==> src/rtl/assert_macros.svh <==
// Assertion helper macros for the blob finder RTL.
// Included by the top level; set NO_ASSERTIONS to compile them out.
`ifndef ASSERT_MACROS_SVH
`define ASSERT_MACROS_SVH
`ifndef NO_ASSERTIONS
`define SBF_ASSERT_IMPL(label, clk, rst, ante, cons) \
   label: assert property (@(posedge clk) disable iff (rst) (ante) |-> (cons)) \
      else $error("assertion failed");
`define SBF_ASSERT_NEXT(label, clk, rst, ante, cons) \
   label: assert property (@(posedge clk) disable iff (rst) (ante) |=> (cons)) \
      else $error("assertion failed");
`else
`define SBF_ASSERT_IMPL(label, clk, rst, ante, cons)
`define SBF_ASSERT_NEXT(label, clk, rst, ante, cons)
`endif
`endif

==> src/rtl/sbf_pkg.sv <==
// Shared widths, register indexes and the CORDIC angle table for the blob finder.
// No dependencies.
package sbf_pkg;

   localparam int COLOR_W  = 24;
   localparam int RANGE_W  = 16;
   localparam int HEIGHT_W = 10;
   localparam int FOV_W    = 12;
   localparam int HALF_W   = 12;
   localparam int CSR_W    = 12;
   localparam int CSR_IDX_W = 2;
   localparam int EDGE_W   = 8;
   localparam int ID_W     = 7;
   localparam int AREA_W   = 18;

   // CORDIC datapath
   localparam int CORDIC_STEPS = 16;
   localparam int CORDIC_XY_W  = 36;
   localparam int CORDIC_Z_W   = 19;
   localparam int ANGLE_W      = 17;

   // k = ((z * H * 1000) >> 16) / fov
   localparam int PROD1_W = ANGLE_W + HEIGHT_W;
   localparam int PROD2_W = PROD1_W + 10;
   localparam int QUO_W   = PROD2_W - 16;
   localparam int SCALE_MM = 1000;

   localparam logic [CSR_IDX_W-1:0] CSR_IMAGE_HEIGHT = 2'd0;
   localparam logic [CSR_IDX_W-1:0] CSR_VFOV         = 2'd1;
   localparam logic [CSR_IDX_W-1:0] CSR_HALF_HEIGHT  = 2'd2;

   localparam logic [HEIGHT_W-1:0] RST_IMAGE_HEIGHT = 10'd120;
   localparam logic [FOV_W-1:0]    RST_VFOV         = 12'd1047;
   localparam logic [HALF_W-1:0]   RST_HALF_HEIGHT  = 12'd300;

   // atan(2^-i) in Q0.16
   function automatic logic [15:0] atan_q16(input logic [3:0] i);
      logic [15:0] v;
      unique case (i)
         4'd0:  v = 16'd51472;
         4'd1:  v = 16'd30385;
         4'd2:  v = 16'd16055;
         4'd3:  v = 16'd8150;
         4'd4:  v = 16'd4091;
         4'd5:  v = 16'd2047;
         4'd6:  v = 16'd1024;
         4'd7:  v = 16'd512;
         4'd8:  v = 16'd256;
         4'd9:  v = 16'd128;
         4'd10: v = 16'd64;
         4'd11: v = 16'd32;
         4'd12: v = 16'd16;
         4'd13: v = 16'd8;
         4'd14: v = 16'd4;
         4'd15: v = 16'd2;
         default: v = 16'd0;
      endcase
      return v;
   endfunction

endpackage

==> src/rtl/sbf_divider.sv <==
// Restoring divider, one quotient bit per cycle, for the vertical extent.
// Uses sbf_pkg for widths.
module sbf_divider (
   input  logic                           clock,
   input  logic                           reset,
   input  logic                           start,
   input  logic [sbf_pkg::QUO_W-1:0]      numer,
   input  logic [sbf_pkg::FOV_W-1:0]      denom,
   output logic                           done,
   output logic [sbf_pkg::QUO_W-1:0]      quot
);

   logic [sbf_pkg::QUO_W-1:0] quo_ff;
   logic [sbf_pkg::FOV_W-1:0] rem_ff, den_ff;
   logic [sbf_pkg::FOV_W:0]   trial;
   logic [4:0] cnt_ff;
   logic       busy_ff, done_ff;

   assign trial = {rem_ff, quo_ff[sbf_pkg::QUO_W-1]};

   always_ff @(posedge clock) begin
      if (reset) begin
         busy_ff <= 1'b0;
         done_ff <= 1'b0;
      end else begin
         done_ff <= 1'b0;
         if (start) begin
            quo_ff  <= numer;
            rem_ff  <= '0;
            den_ff  <= denom;
            cnt_ff  <= '0;
            busy_ff <= 1'b1;
         end else if (busy_ff) begin
            if (trial >= {1'b0, den_ff}) begin
               rem_ff <= sbf_pkg::FOV_W'(trial - {1'b0, den_ff});
               quo_ff <= {quo_ff[sbf_pkg::QUO_W-2:0], 1'b1};
            end else begin
               rem_ff <= trial[sbf_pkg::FOV_W-1:0];
               quo_ff <= {quo_ff[sbf_pkg::QUO_W-2:0], 1'b0};
            end
            cnt_ff <= cnt_ff + 5'd1;
            if (cnt_ff == 5'(sbf_pkg::QUO_W - 1)) begin
               busy_ff <= 1'b0;
               done_ff <= 1'b1;
            end
         end
      end
   end

   assign done = done_ff;
   assign quot = quo_ff;

endmodule

==> config.mk <==
export PLATFORM = sky130hd
export DESIGN_NAME = sbf_divider
export DESIGN_NICKNAME = d
export VERILOG_FILES = /design/src/rtl/assert_macros.svh /design/src/rtl/sbf_pkg.sv /design/src/rtl/sbf_divider.sv
export SDC_FILE = /design/constraint.sdc
export NUM_CORES = 1
export LEC_CHECK = 0
export ABC_AREA = 1
export BUFFER_PORTS_ARGS = -buffer_cell sky130_fd_sc_hd__buf_4
export CAP_MARGIN = 30
export CORE_MARGIN = 10
export CORE_UTILIZATION = 50
export CTS_CLUSTER_SIZE = 12
export DETAILED_ROUTE_END_ITERATION = 10
export GPL_TIMING_DRIVEN = 0
export PLACE_DENSITY = 0.73
export SYNTH_ARGS = -nofsm -noshare
export SYNTH_HDL_FRONTEND = slang
export SYNTH_SLANG_ARGS = --single-unit
==> constraint.sdc <==
create_clock -name clock -period 5.1 [get_ports clock]
set_input_delay 0.765 -clock clock [delete_from_list [all_inputs] [get_ports clock]]
set_output_delay 0.765 -clock clock [all_outputs]
set_load 0.01 [all_outputs]
Yosys cells after proc, flatten, opt, wreduce, memory -nomap -nowiden
Cells that the tools add are included. Widths: inputs -> output; s select.

Word-level logic and storage cells: 26. Output and inout port bits: 22. Bits of input ports: 36. Bits in registers: 52.

Reduce and logical (&&, ||, !) cells: 4. Equal/unequal tests: 1. Order comparisons: 1. Add/sub/neg operators: 2. Bitwise gates (word level): 2. Muxes and demuxes: 10.

Operator list (count): $mux 21 (2); $mux 12 (2); $ge 13x12->1 (1); $sub 12x12->12 (1); $add 5x1->5 const B (1); $eq 5x5->1 const B (1); $mux 1 (5); $mux 5 (1); $reduce_and 2->1 (2); $reduce_or 3->1 (1); $not 1->1 (2); $reduce_bool 2->1 (1).

Logic depth before layout (Yosys ltp)
Gate-level depths: netlist of the first run.

Depth in word-level cells: 4. Depth in mapped cells: 13. Gate-level depth less buffers: 13.

Worst setup path after synthesis of the first run
No wires, ideal clock.

Kind: input to register. From: in start. To: reg cnt_ff[0] (enable). Arrival time: 3.019 ns. Cell stages on the path: 3. Slack: 1.633 ns. Library setup time: 0.448 ns. Required time: 4.652 ns. Path buffers: 1. Cells stage by stage: buf_2 clkinv_1 a21oi_1.

Longest elaborated chain between the ends: 2.

RTL lines: from (decl) (line sbf_divider.sv:6) `input logic start,`; $reduce_bool 2->1 (no line); $reduce_and 2->1 (no line); to (signal assigned) (line sbf_divider.sv:41) `cnt_ff <= cnt_ff + 5'd1;`; to (decl) (line sbf_divider.sv:16) `logic [4:0] cnt_ff;`.

No other way between the ends. A chain may end at the register's enable or synchronous reset.

Worst setup path after layout of the first run
From: in start. To: reg rem_ff[11] in the netlist's numbering (enable).

Longest elaborated chain between the ends: 2.

RTL lines: $reduce_bool 2->1 (no line); $reduce_and 2->1 (no line); to (signal assigned) (line sbf_divider.sv:35) `rem_ff <= sbf_pkg::FOV_W'(trial - {1'b0, den_ff});`; to (signal assigned) (line sbf_divider.sv:38) `rem_ff <= trial[sbf_pkg::FOV_W-1:0];`; to (decl) (line sbf_divider.sv:14) `logic [sbf_pkg::FOV_W-1:0] rem_ff, den_ff;`.

No other way between the ends.

==> metrics.md, run 1 <==
| Metric | Value |
|---|---|
| Row cnt | 27 |
| Seq/Total Area, Yosys | 52.1% |
| Number of setup buffers added after CTS | 0 |
| Largest delay share family, worst path | buffers and inverters |
| Num CTS Buffers | 5 |
| DR pass1 iterations | 6 |
| Seq cells post-synth | 52 |
| Reg power frac | 48.8% |
| Power share of the clock group | 26.1% |
| VDD IR-drop max | 197 µV |
| Critical path cell sequence | buf_2, clkinv_1, a21oi_4, buf_12 |
| Commonest non-fill, non-tap cells in the layout | nand2_1 (148), buf_4 (56), edfxtp_1 (50), inv_1 (47), nor2_1 (35) |
| Min Hold Slack | 0.520 ns |
| Gr usage total | 13.7% |
| First-pass GRT wire length | 11000 µm |
| Nets | 470 |
| TritonCTS Sinks | 52 |
| CTS tree | yes |
| Most common cell after layout, fill and taps aside | nand2_1 |
| Routed vias/inst | 4.80 |
| CTS root buf | clkbuf_8 |
| Worst Path Required | 5.11 ns |
| Synth Cell Area | 2960 µm² |
| Drt wl/cell | 13.2 µm |
| Final setup fails | 0 |
| GRT overflow | 0 |
| Area growth, synth to finish | 22.3% |
| Area leader, netlist | edfxtp_1 |
| Post-synth net total | 405 |
| Worst skew pair latency | 0.30 ns |
| Startpoint types | input port |
| Cells after Synth | 354 |
| Clock transition at the registers of the reported paths | 0.10 ns |
| Critical path's slowest cell | a21oi_4 |
| Max Clk Rate | 470 MHz |
| Tcrit/Tclk final | 41.7% |
| Die W | 96.9 µm |
| DRC | 0 |
| Final hold vios | 0 |
| Post-route cell area | 3620 µm² |
| Area of the die | 9400 µm² |
| Hold crit path type | register to register |
| Top cell type's share of synthesized area | 50.7% |
| Max-cap violations | 0 |
| Die Y-Extent | 96.9 µm |
| Core outline area | 5640 µm² |
| WL final | 6480 µm |
| Max Buffers Root-to-Sink | 2 |
| Synth warnings | 0 |
| Crit. End Element | register |
| RSZ-0062 raised after global routing | false |
| Largest fanout on the critical path | 25 |
| ANT cells | 0 |
| Crit path DAT | 2.13 ns |
| GP Congestion | 0.894 |
| Vias in the first global route | 2379 |
| H-tree levels | 2 |
| Share of cells above drive strength 1 | 19.5% |
| Pin count of the biggest net entering global routing | 26 |
| Post-CTS Hold Buffers | 0 |
| CP max stage delay | 0.57 ns |
| CTS resizes | 0 |
| Cell area power density | 298 nW/µm² |
| Critical path class | input port to register |
| Fillers | 488 |
| Tmin final | 2.13 ns |
| Status | completed |
| CP bufs+invs | 3 |
| Int Pwr | 0.769 mW |
| Leakage | 1.81 nW |
| Final Slew Violations | 0 |
| Top Ports | 58 |
| Tightest Pin Transition | 0.564 ns |
| Net load switching power | 0.310 mW |
| Distinct cells, synth | 28 |
| Final TNS setup | 0 ns |
| HPWL Detailed | 5100 µm |
| DP Area | 3510 µm² |
| Remaining antenna violation count | 0 |
| Top cells by area, synth | edfxtp_1 (51%), nand2_1 (19%), inv_1 (6.0%), ha_1 (5.9%), nor2_1 (4.4%) |
| Number of buffers added on ports | 56 |
| Post-Syn Area per Cell | 8.36 µm² |
| Antenna violations before repair | 0 |
| Starting Density | 52.5% |
| Switching Share | 28.7% |
| Combinational Power Share | 25.0% |
| DRC marker count from the first detailed-route iteration | 81 |
| Max_slew headroom | 62.3% |
| Clock Skews | 0.00952 ns |
| Final core occ | 64.2% |
| Total number of vias | 2360 |
-- worst min-delay path, stage by stage (launching register included) --
cell and delay (ns):
dfxtp_1 0.31, inv_1 0.10, nor4_1 0.07
-- logic make-up after synthesis --
group	Yosys count	share of synthesized area (%)
buffers and inverters	59	8.07
flip-flops	52	52.1
adder cells (fa/ha/maj)	15	6.59
AO/OA/AOI/OAI	8	1.56
XOR/XNOR	5	1.48
AND/OR/NAND/NOR	215	30.2
-- cell usage after synthesis (all sizes together) --
| master | number |
|---|---|
| o21a | 1 |
| buf | 5 |
| clkbuf | 3 |
| a21oi | 6 |
| clkinv | 1 |
| xor2 | 2 |
| nor3 | 3 |
| nand2 | 150 |
| inv | 50 |
| nand4 | 5 |
| dfxtp | 2 |
| xnor2 | 3 |
| fa | 1 |
| nand3b | 4 |
| o21ai | 1 |
| edfxtp | 50 |
| nor4 | 1 |
| nor2 | 37 |
| nand3 | 15 |
| ha | 14 |
-- stage by stage --
step | cells | setup slack [ns] | total power [mW]
finish | 492 | 2.97 | 1.08
CTS | 492 | 2.96 | 1.09
detailed placement | 484 | 2.63 | 0.807
floorplan | 354 | 1.63 | 0.721
global placement | 482 | 0.454 | 0.798
global route | 492 | 2.87 | 1.14
-- worst paths after layout --
| path | startpoint | end | slack (ns) | depth (start not counted) |
|---|---|---|---|---|
| max | start | rem_ff[11] | 2.97 | 4 |
| min | busy_ff | done | 0.52 | 2 |
| max reg2reg | rem_ff[7] | rem_ff[6] | 3.01 | 10 |
| min reg2reg | busy_ff | done | 0.52 | 2 |
-- power by group through the flow --
stage	registers, mW	clock network, mW	logic (mW)
3_5_place_dp	0.536	0	0.270
5_1_grt	0.531	0.301	0.312
2_1_floorplan	0.540	0	0.181
3_3_place_gp	0.538	0	0.261
6_report	0.527	0.282	0.270
4_1_cts	0.527	0.290	0.272
-- flip-flops by register name (all words and copies together), names as in the netlist --
register	count
cnt_ff	5
done	1
quot	21
busy_ff	1
den_ff	12
rem_ff	12
-- layer usage --
layer	GRT usage [%]	wire, µm
met1	15.7	2860
met2	21.9	2880
met3	7.03	666
met4	3.72	78
met5	0	0
-- cell type report --
| cell class | instances | area (µm²) | share of cell area (%) |
|---|---|---|---|
| clock inverter | 2 | 35.0 | 0.968 |
| tap | 72 | 90.1 | 2.49 |
| timing repair buffer | 58 | 452 | 12.5 |
| inverter | 51 | 191 | 5.29 |
| buffer | 8 | 47.5 | 1.31 |
| sequential | 52 | 1540 | 42.6 |
| multi-input combinational | 243 | 1190 | 32.9 |
| clock buffer | 6 | 72.6 | 2.00 |
Power figures use the tool's default switching activity.
==> run 2, diff against run 1 <==
--- a/config.mk
+++ b/config.mk
@@ -5,15 +5,15 @@
 export SDC_FILE = /design/constraint.sdc
 export NUM_CORES = 1
 export LEC_CHECK = 0
-export ABC_AREA = 1
+export ABC_AREA = 0
 export BUFFER_PORTS_ARGS = -buffer_cell sky130_fd_sc_hd__buf_4
 export CAP_MARGIN = 30
 export CORE_MARGIN = 10
-export CORE_UTILIZATION = 50
+export CORE_UTILIZATION = 49
 export CTS_CLUSTER_SIZE = 12
 export DETAILED_ROUTE_END_ITERATION = 10
 export GPL_TIMING_DRIVEN = 0
-export PLACE_DENSITY = 0.73
+export PLACE_DENSITY = 0.76
 export SYNTH_ARGS = -nofsm -noshare
 export SYNTH_HDL_FRONTEND = slang
 export SYNTH_SLANG_ARGS = --single-unit
==> constraint.sdc (replaced) <==
create_clock -name clock -period 1.9 [get_ports clock]
set_input_delay 0.285 -clock clock [delete_from_list [all_inputs] [get_ports clock]]
set_output_delay 0.285 -clock clock [all_outputs]
set_load 0.01 [all_outputs]
==> run 2 against run 1 <==
  * The run now ends with setup timing left
  * First-iteration DRC count is 6.2% higher
  * Synthesized area is 7.9% lower
  * Flip-flop and latch count stayed put
  * Hold slack worse by 0.38 ns
  * Clock power grew to 3.7 times the previous value
  * Design area is 2.5% higher
  * Largest power group unchanged
  * Combinational power grew to 3.1 times the previous value
  * Cell count is 25% lower
  * Routed wire length is 2.3% lower
  * Critical endpoint is now rem_ff[6]
  * Utilization is 4.0 points higher
  * Global-route usage is 0.89 points higher
  * Register-to-register slack worse by 3.6 ns
==> metrics.md, run 2 <==
| Metric | Value |
|---|---|
| Post-synth net total | 265 |
| DRC | 0 |
| Post-synthesis mux area share | 12.0% |
| GP Congestion | 0.808 |
| Seq cells post-synth | 52 |
| Worst skew pair latency | 0.31 ns |
| Max_slew headroom | 59.9% |
| Synth warnings | 0 |
| CTS tree | yes |
| GRT overflow | 0 |
| Hold path depth | 1 |
| Routed vias/inst | 5.25 |
| Crit path DAT | 2.52 ns |
| DRC marker count from the first detailed-route iteration | 86 |
| Pin count of the biggest net entering global routing | 21 |
| Post-synth EDFFs | 50 |
| Largest family of logic cells by synthesized area | multiplexers |
| Status | finished, violations left |
| Top cell type's share of synthesized area | 55.1% |
| Simple-Gate Fraction of Synth Area | 9.22% |
| Num CTS Buffers | 5 |
| Area of the die | 8950 µm² |
| Antenna violations before repair | 0 |
| Number of buffers added on ports | 57 |
| Row cnt | 27 |
| Tmin final | 2.48 ns |
| Cells after Synth | 214 |
| Drt wl/cell | 17.3 µm |
| Power share of the clock group | 31.4% |
| CTS root buf | clkbuf_8 |
| Xor/xnor share of the synthesized area | 3.53% |
| Vias in the first global route | 2091 |
| Largest fanout on the critical path | 8 |
| Combinational Power Share | 25.6% |
| Final hold vios | 0 |
| Post-synthesis adder-cell area fraction | 7.16% |
| Top cells by area, synth | edfxtp_1 (55%), mux2_2 (8.7%), ha_1 (6.4%), mux2i_1 (3.3%), nor2_1 (3.3%) |
| Failing checks | setup timing |
| Metal3 WL | 382 µm |
| Most common library cells after synthesis | edfxtp_1 (50), nor2_1 (24), mux2_2 (21), inv_1 (17), ha_1 (14) |
| HPWL Detailed | 4540 µm |
| Net load switching power | 0.833 mW |
| Tightest Pin Transition | 0.602 ns |
| Startpoint types | register |
| Share of cells above drive strength 1 | 44.1% |
| Top Ports | 58 |
| Final Slew Violations | 0 |
| Clock Skews | 0.00929 ns |
| Max-cap violations | 0 |
| Core outline area | 5440 µm² |
| FF-to-FF path depth | 10 |
| Clock transition at the registers of the reported paths | 0.10 ns |
| Top_reg_cell synth | edfxtp_1 |
| Cell area power density | 888 nW/µm² |
| Starting Density | 50.1% |
| Max Clk Rate | 404 MHz |
| Tcrit/Tclk final | 130% |
| Final TNS setup | -6.87 ns |
| Max reg flops | 21 |
| Compound-Gate Fraction of Synth Area | 8.26% |
| WP depth | 10 |
| Int Pwr | 2.46 mW |
| Synth Cell Area | 2730 µm² |
| Final Worst Setup Slack | -0.578 ns |
| Crit. End Element | register |
| Critical path cell sequence | inv_2, ha_4, nor2b_4, o2111ai_4, a311oi_2, o21a_1, a2111oi_4, buf_6, mux2i_1, nor2_1 |
| Area leader, netlist | edfxtp_1 |
| Async S/R FF share, synth | 0% |
| Post-Syn Area per Cell | 12.7 µm² |
| Total number of vias | 1926 |
| DR top layer | met4 |
| Switching Share | 25.3% |
| VDD IR-drop max | 625 µV |
| Die Y-Extent | 94.6 µm |
| Min Hold Slack | 0.143 ns |
| WL met1 | 2450 µm |
| Die W | 94.6 µm |
| RSZ-0062 raised after global routing | true |
| Largest delay share family, worst path | compound AO/OA/AOI/OAI gates |
| Critical path's slowest cell | edfxtp_1 |
| WL final | 6330 µm |
| Reg power frac | 43.0% |
| CP max stage delay | 0.43 ns |
| Final setup fails | 13 |
| CP bufs+invs | 2 |
| TritonCTS Sinks | 52 |
| Fillers | 385 |
| Worst Path Required | 1.95 ns |
| ANT cells | 0 |
| Distinct cells, synth | 37 |
| DR pass1 iterations | 4 |
| Area growth, synth to finish | 36.1% |
| Hold crit path type | input port to register |
| Most common cell after layout, fill and taps aside | buf_4 |
| Remaining antenna violation count | 0 |
| DR WL met2 | 3390 µm |
| Most numerous cell in the Yosys netlist | edfxtp_1 |
| Gr usage total | 14.6% |
| Seq/Total Area, Yosys | 56.5% |
| Nets | 345 |
| Critical path class | register to register |
| Max Buffers Root-to-Sink | 2 |
| First-pass GRT wire length | 10100 µm |
| H-tree levels | 2 |
| Leakage | 1.50 nW |
| Commonest non-fill, non-tap cells in the layout | buf_4 (66), edfxtp_1 (50), nor2_1 (22), mux2_2 (21), inv_1 (16) |
## run 2: cell types whose count changed after synthesis, sizes merged, moves of 7 or more
cell / previous run / this run
nand3: 15 / 5
inv: 50 / 17
mux2i: 0 / 9
nand2: 150 / 10
mux2: 0 / 21
nor2: 37 / 24
nor2b: 0 / 7
## run 2: path summary, 6_finish.rpt
path             start          to  slack [ns]
max          den_ff[1]   rem_ff[6]       -0.58
min reg2reg    busy_ff        done        0.49
min          denom[11]  den_ff[11]        0.14
max reg2reg  den_ff[1]   rem_ff[6]       -0.58
## run 2: timing repair
| action | 4_1_cts | 5_1_grt |
|---|---|---|
| resized for setup | 6 | 19 |
| pin swaps | 6 | 6 |
| hold buffers | 0 | 0 |
| setup buffers | 6 | 8 |
| setup endpoints to repair | 13 | 33 |
## run 2: logic make-up (layout without fill, tap and decap cells)
family | Yosys count | count (layout)
AND/OR/NAND/NOR | 54 | 54
XOR/XNOR | 11 | 11
multiplexers | 30 | 30
buffers and inverters | 22 | 103
flip-flops | 52 | 52
AO/OA/AOI/OAI | 30 | 30
adder cells (fa/ha/maj) | 15 | 15
## run 2: layout make-up
class / instances / area, µm² / area share [%]
Multi-Input combinational cell: 140 / 1220 / 32.9
Buffer: 5 / 26.3 / 0.708
Clock buffer: 5 / 68.8 / 1.85
Inverter: 17 / 63.8 / 1.72
Timing Repair Buffer: 73 / 608 / 16.4
Sequential cell: 52 / 1540 / 41.5
Tap cell: 72 / 90.1 / 2.43
Clock inverter: 3 / 90.1 / 2.43
## run 2: power by group through the flow
stage | Clock, mW | Combinational [mW] | Sequential, mW
final | 1.04 | 0.843 | 1.42
after global routing | 1.09 | 0.922 | 1.43
after CTS | 1.05 | 0.762 | 1.42
after detailed placement | 0 | 0.711 | 1.44
after global placement | 0 | 0.677 | 1.44
after floorplan | 0 | 0.481 | 1.45
## run 2: per-stage QoR
stage / area, µm² / worst slack, ns / power [mW] / instances / utilization, %
finish: 3710 / -0.578 / 3.30 / 367 / 68.2
global route: 3710 / -0.647 / 3.45 / 367 / 68.2
CTS: 3550 / -0.684 / 3.24 / 359 / 65.2
detailed placement: 3310 / -0.871 / 2.15 / 345 / 60.9
global placement: 3280 / -0.853 / 2.11 / 343 / 60.2
floorplan: 2760 / -0.541 / 1.93 / 214 / -
## run 2: worst reg2reg max path: stages, from the launching register on
cell,delay (ns)
edfxtp_1,0.43
inv_2,0.09
ha_4,0.20
nor2b_4,0.13
o2111ai_4,0.20
a311oi_2,0.14
o21a_1,0.22
a2111oi_4,0.30
buf_6,0.22
mux2i_1,0.21
nor2_1,0.07
## run 2: metal layers
| layer | global-route usage [%] | vias to the layer above |
|---|---|---|
| met3 | 5.23 | 11 |
| met1 | 15.8 | 922 |
| met4 | 5.24 | 0 |
| met2 | 25.6 | 52 |
| li1 | - | 941 |
| met5 | 0 | - |
